==> src/design/rgb_shared_exponent_encoder_assert.svh <==
// Assertion macros for the shared-exponent encoder.
`ifndef RGB_SHARED_EXPONENT_ENCODER_ASSERT_SVH
`define RGB_SHARED_EXPONENT_ENCODER_ASSERT_SVH
// Clocked assertion, disabled while reset is active.
`define RSE_ASSERT(lbl, clk, rst_n, prop) \
  lbl: assert property (@(posedge clk) disable iff (!rst_n) prop) else $error("rse check failed");
// Clocked assertion that is checked through reset as well.
`define RSE_ASSERT_ALWAYS(lbl, clk, prop) \
  lbl: assert property (@(posedge clk) prop) else $error("rse check failed");
`endif

==> src/design/rse_pkg.sv <==
// Constants for the shared-exponent encoder.
package rse_pkg;
  localparam int unsigned WordW   = 32;
  localparam int unsigned MantW   = 9;
  localparam int unsigned ExpW    = 5;
  localparam logic [MantW-1:0] MantMax = 9'd511;
  localparam logic [30:0] InfAbs  = 31'h7F80_0000;
  localparam logic signed [5:0] ExpMin = -6'sd15;
  localparam logic signed [5:0] ExpMax = 6'sd15;
  localparam logic signed [5:0] ExpBias = 6'sd15;
endpackage

==> src/design/rgb_shared_exponent_encoder.sv <==
// Top level: three float channels in, one shared-exponent word out.
//
// Usage:
//   Input channel: in_valid_i / in_ready_o carry red_bits_i, green_bits_i and
//   blue_bits_i, each an IEEE single-precision bit pattern.
//   Output channel: out_valid_o / out_ready_i carry packed_word_o with the
//   biased exponent in 31:27, blue in 26:18, green in 17:9, red in 8:0.
//   An accepted item passes the input, exponent and result registers in turn.
//   Throughput: one item per cycle when not stalled; three register stages
//   (input, exponent, result) move together, so a full pipe holds three items.
//   When the receiver stalls with the result register full, all stages hold
//   and in_ready_o drops; bubbles in the earlier stages are not squeezed out.
//   Reset clears the stage valid bits; the pipe comes up empty and ready.
//   Negative and NaN channels give mantissa 0, +inf gives 511, and the
//   exponent is clamped to -15..15 (0 for an all-zero or all-NaN item).
`include "rgb_shared_exponent_encoder_assert.svh"
module rgb_shared_exponent_encoder (
  input  logic                      clk_i,
  input  logic                      rst_ni,
  input  logic                      in_valid_i,
  output logic                      in_ready_o,
  input  logic [rse_pkg::WordW-1:0] red_bits_i,
  input  logic [rse_pkg::WordW-1:0] green_bits_i,
  input  logic [rse_pkg::WordW-1:0] blue_bits_i,
  output logic                      out_valid_o,
  input  logic                      out_ready_i,
  output logic [rse_pkg::WordW-1:0] packed_word_o
);
  import rse_pkg::*;

  // Mantissa of one channel for a given shared exponent.
  function automatic logic [MantW-1:0] chan_mant(input logic [31:0] x,
                                                 input logic signed [5:0] e);
    logic [7:0]         biased;
    logic [23:0]        m;
    logic signed [9:0]  k;
    logic signed [9:0]  s;
    logic [9:0]         sh;
    logic [32:0]        prod;
    logic [32:0]        shifted;
    logic [MantW-1:0]   res;
    biased  = x[30:23];
    m       = (biased == 8'd0) ? {1'b0, x[22:0]} : {1'b1, x[22:0]};
    k       = (biased == 8'd0) ? -10'sd149 : ($signed({2'b00, biased}) - 10'sd150);
    s       = k - 10'(e);
    sh      = 10'(-s);
    prod    = ({9'd0, m} << 9) - {9'd0, m};
    shifted = prod >> sh[5:0];
    res     = '0;
    if (x[31] || (x[30:0] > InfAbs) || (m == 24'd0)) begin
      res = '0;
    end else if (x[30:0] == InfAbs || s >= 10'sd0) begin
      res = MantMax;
    end else if (sh >= 10'd33) begin
      res = '0;
    end else if (shifted > 33'(MantMax)) begin
      res = MantMax;
    end else begin
      res = shifted[MantW-1:0];
    end
    return res;
  endfunction

  logic        adv;
  logic        a_vld_q, b_vld_q, o_vld_q;
  logic [31:0] a_r_q, a_g_q, a_b_q;
  logic [31:0] b_r_q, b_g_q, b_b_q;
  logic signed [5:0] b_e_q;
  logic [31:0] o_word_q;

  // Exponent search signals
  logic [30:0] abs_r, abs_g, abs_b, best_rg, best;
  logic signed [5:0] e_d;
  logic signed [9:0] e_raw;
  logic [31:0] word_d;

  assign adv        = !o_vld_q || out_ready_i;
  assign in_ready_o = adv;

  // Largest non-NaN magnitude and its clamped floor(log2)
  always_comb begin
    abs_r   = (a_r_q[30:0] > InfAbs) ? 31'd0 : a_r_q[30:0];
    abs_g   = (a_g_q[30:0] > InfAbs) ? 31'd0 : a_g_q[30:0];
    abs_b   = (a_b_q[30:0] > InfAbs) ? 31'd0 : a_b_q[30:0];
    best_rg = (abs_g > abs_r) ? abs_g : abs_r;
    best    = (abs_b > best_rg) ? abs_b : best_rg;
    e_raw   = $signed({2'b00, best[30:23]}) - 10'sd127;
    if (best == 31'd0) begin
      e_d = 6'sd0;
    end else if (best[30:23] == 8'd0 || e_raw < -10'sd15) begin
      e_d = ExpMin;
    end else if (e_raw > 10'sd15) begin
      e_d = ExpMax;
    end else begin
      e_d = e_raw[5:0];
    end
  end

  // Pack the result word
  always_comb begin
    word_d = {5'(b_e_q + ExpBias), chan_mant(b_b_q, b_e_q),
              chan_mant(b_g_q, b_e_q), chan_mant(b_r_q, b_e_q)};
  end

  // Advance stage valids
  always_ff @(posedge clk_i or negedge rst_ni) begin
    if (!rst_ni) begin
      a_vld_q <= 1'b0;
      b_vld_q <= 1'b0;
      o_vld_q <= 1'b0;
    end else if (adv) begin
      a_vld_q <= in_valid_i;
      b_vld_q <= a_vld_q;
      o_vld_q <= b_vld_q;
    end
  end

  // Advance stage payloads
  always_ff @(posedge clk_i) begin
    if (adv) begin
      a_r_q    <= red_bits_i;
      a_g_q    <= green_bits_i;
      a_b_q    <= blue_bits_i;
      b_r_q    <= a_r_q;
      b_g_q    <= a_g_q;
      b_b_q    <= a_b_q;
      b_e_q    <= e_d;
      o_word_q <= word_d;
    end
  end

  assign out_valid_o   = o_vld_q;
  assign packed_word_o = o_word_q;

  `RSE_ASSERT(a_exp_range, clk_i, rst_ni, o_vld_q |-> (o_word_q[31:27] <= 5'd30))
  `RSE_ASSERT(a_in_to_a, clk_i, rst_ni, (in_valid_i && in_ready_o) |=> a_vld_q)
  `RSE_ASSERT(a_b_to_o, clk_i, rst_ni, (b_vld_q && adv) |=> o_vld_q)
  `RSE_ASSERT(a_hold, clk_i, rst_ni, (o_vld_q && !out_ready_i) |=> $stable(b_e_q))
endmodule
==> config.mk <==
export PLATFORM = sky130hd
export DESIGN_NAME = rgb_shared_exponent_encoder
export DESIGN_NICKNAME = d
export VERILOG_FILES = /design/src/design/rse_pkg.sv /design/src/design/rgb_shared_exponent_encoder.sv
export VERILOG_INCLUDE_DIRS = /design/src /design/src/design
export SDC_FILE = /design/constraint.sdc
export NUM_CORES = 1
export LEC_CHECK = 0
export CELL_PAD_IN_SITES_DETAIL_PLACEMENT = 1
export CELL_PAD_IN_SITES_GLOBAL_PLACEMENT = 1
export CORE_MARGIN = 2
export CORE_UTILIZATION = 28
export DETAILED_ROUTE_END_ITERATION = 8
export DONT_BUFFER_PORTS = 1
export MAX_ROUTING_LAYER = met4
export PLACE_DENSITY = 0.58
export SLEW_MARGIN = 15
export SYNTH_ARGS = -nofsm -noshare
export SYNTH_HDL_FRONTEND = slang
export SYNTH_SLANG_ARGS = --single-unit
==> constraint.sdc <==
create_clock -name clk_i -period 8.15 [get_ports clk_i]
set_clock_uncertainty 0.1 [all_clocks]
set_input_delay 0.815 -clock clk_i [delete_from_list [all_inputs] [get_ports clk_i]]
set_output_delay 0.815 -clock clk_i [all_outputs]
set_load 0.01 [all_outputs]
==> results_dict.tcl <==
set metrics [dict create \
    status "finished clean" \
    ys_types 107 \
    clockBufferDepth 3 \
    finalSetupTns_ns 0 \
    r2r_cells 25 \
    wl_per_cell_um 25.2 \
    clkLatencyLatePin_ns 0.62 \
    crit_end "b_e_q[0]" \
    htreeDepth 1 \
    core_um2 84700 \
    area_growth_syn_to_layout_pct 10.2 \
    yosysSeqAreaShare 0.293 \
    crit_required_ns 8.51 \
    ys_warn_count 0 \
    die_x_um 296 \
    netlist_top_cells_count "279 x nand2_1, 273 x nor2_1, 230 x edfxtp_1" \
    drtIter0Drc 1866 \
    arrival_ns 7.70 \
    fmax_mhz 136 \
    cp-start-kind "register" \
    final_util 0.310 \
    first_global_vias 23400 \
    finalWeightedCongestion 0.941 \
    rsz0062_at_grt "no" \
    maxCapViolations 0 \
    seq_area_um2 6980 \
    yosysTopAreaCell "edfxtp_1" \
    clkSinkCount 233 \
    drive_gt1_frac 0.0744 \
    setup_ws_ns 0.807 \
    finalNetCount 3065 \
    ys.flop_type "edfxtp_1" \
    reg2reg_from "a_r_q[0]" \
    grt_max_degree 166 \
    clk_pin_slew_worst_paths_ns 0.06 \
    min_period_ns 7.34 \
    cts-root-buf "clkbuf_16" \
    period_share 0.901 \
    postSynthCellCount 2892 \
    fill_cells 9998 \
    syn_area_per_cell_um2 8.24 \
    viasPerCell 5.85 \
    cts_tree "built" \
    grt_pass1_wl_um 152000 \
    synth_edf_count 230 \
    yosys.cell_count.top_type "nand2_1" \
    critPathKind "reg -> reg" \
    hp-start "green_bits_i[10]" \
    pin_count 134 \
    setup_viol 0 \
    worstMarginPinSlew_ns 1.05 \
    pre_cts_ws_ns 0.424 \
    io_buffers 0 \
    rows 107 \
    start_util 0.281 \
    chipHeight_um 296 \
    ys_ff_latch 233 \
    die_area_um2 87500 \
    crit_path_start "a_r_q[0]" \
    worst_hold_path_type "in -> reg" \
    multi_input_area_um2 16000 \
    ant_nets 0 \
    yosys-top-cells-area "edfxtp_1 29%, ha_1 7.7%, a21oi_1 4.5%" \
    syn_area_um2 23800 \
    relSlewSlack 0.285 \
    ys_async_sr_fraction 0.0129 \
    num_vias 23500 \
    drc 0 \
    slew_viol_final 0 \
    critPathMaxFanout 21 \
    dp_hpwl_um 81200 \
    final-hold-violation-count 0 \
    grt_usage 0.232 \
    first_pass_iters 5 \
    cts_buffers 29 \
    hold_ws_ns 0.188 \
    grt_overflow 0 \
    synth_nets 3141 \
    grt_antenna_before_repair 44 \
    r2r_setup_slack_ns 0.81 \
    critPathCaptureType "register" \
    wl_um 101000 \
    yosys.area.top_type_share 0.290 \
    r2r-end "b_e_q[0]" \
]
==> layout by cell type (no fill, tap or decap), types with 23 or more instances in the layout <==
| cell type | Yosys | final |
|---|---|---|
| nand2_1 | 279 | 279 |
| nor2_1 | 273 | 273 |
| edfxtp_1 | 230 | 230 |
| a21oi_1 | 214 | 214 |
| o21ai_0 | 174 | 174 |
| ha_1 | 146 | 144 |
| inv_1 | 115 | 115 |
| nand3_1 | 103 | 103 |
| nor3_1 | 75 | 75 |
| nand4_1 | 74 | 74 |
| mux2i_1 | 73 | 73 |
| and2_1 | 66 | 66 |
| o211ai_1 | 63 | 63 |
| a21o_1 | 57 | 57 |
| a31oi_1 | 57 | 57 |
| xnor2_1 | 60 | 55 |
| nor4_1 | 50 | 50 |
| a211oi_1 | 48 | 48 |
| xor2_1 | 48 | 43 |
| buf_4 | 0 | 40 |
| mux2_2 | 30 | 30 |
| clkbuf_16 | 0 | 29 |
| diode_2 | 0 | 28 |
| or3_1 | 28 | 28 |
| o31ai_1 | 26 | 26 |
| nor2b_1 | 23 | 23 |
==> flip-flops by register name, summed over array words and instances (netlist names) <==
| register | count |
|---|---|
| b_r_q | 32 |
| a_r_q | 32 |
| b_vld_q | 1 |
| packed_word_o | 32 |
| a_vld_q | 1 |
| b_g_q | 32 |
| b_e_q | 6 |
| out_valid_o | 1 |
| a_b_q | 32 |
| a_g_q | 32 |
| b_b_q | 32 |
==> logic make-up after synthesis <==
logic type,count (synthesis),share of synthesized area
fa+ha+maj,150,0.0796
simple gates,1101,0.228
xor+xnor,109,0.0406
compound gates,917,0.261
flops,233,0.293
buf+inv,268,0.0424
mux,114,0.0552
==> through the flow <==
stage | instances | cell area [µm²]
after floorplan | 2892 | 23800
after global placement | 3928 | 25100
after detailed placement | 3928 | 25100
after CTS | 3981 | 26200
after global routing | 4006 | 26300
final | 4009 | 26300
==> how the worst min path moves through the flow <==
stage,to,slack (ns),cells past startpoint
after floorplan,b_b_q[31],0.30,0
after global placement,b_r_q[31],0.30,0
after detailed placement,b_g_q[31],0.31,0
after CTS,a_b_q[23],0.14,0
after global routing,a_b_q[23],0.15,0
final,a_g_q[10],0.19,0
==> layer usage <==
metal | part of all wire | global-route usage | wire [µm] | vias to the layer above
met1 | 0.45 | 0.304 | 45600 | 11800
met4 | 0.020 | 0.0493 | 2010 | 0
met2 | 0.47 | 0.368 | 47000 | 576
met5 | 0 | - | 0 | -
met3 | 0.061 | 0.0482 | 6200 | 119
li1 | - | - | - | 11000
==> area by class of cell <==
class | instances | area share
Multi-Input combinational cell | 2391 | 0.608
Antenna cell | 28 | 0.00267
Timing Repair Buffer | 43 | 0.0133
Inverter | 118 | 0.0169
Clock inverter | 23 | 0.0114
Sequential cell | 233 | 0.266
Tap cell | 1144 | 0.0545
Clock buffer | 29 | 0.0276
==> critical path, cell delays in order, from the launching register on <==
cell      delay [ns]
edfxtp_1        0.42
nor4_1          0.36
nand4b_1        0.26
o21bai_2        0.49
nand2_1         0.18
ha_1            0.34
nand4_1         0.15
nor4_1          0.57
o21ai_0         0.29
a32oi_4         0.66
buf_4           0.29
nor2_1          0.07
a21oi_1         0.25
ha_1            0.30
nand3_1         0.15
o22ai_1         0.11
o21ai_0         0.18
a21oi_1         0.09
o21ai_0         0.18
a21oi_1         0.09
or4_1           0.40
a31oi_1         0.16
o22ai_1         0.35
a211oi_1        0.39
a21oi_1         0.14
a21boi_0        0.24
==> what timing repair did <==
action,in CTS,in global routing
setup endpoints to repair,0,6
gates resized for setup,0,2
setup buffers,0,0
hold buffers,1,0
endpoints found under the hold margin,3,0
Power is not shown: default switching activity piles up to over one toggle a cycle in this logic, so the estimate is an artifact.
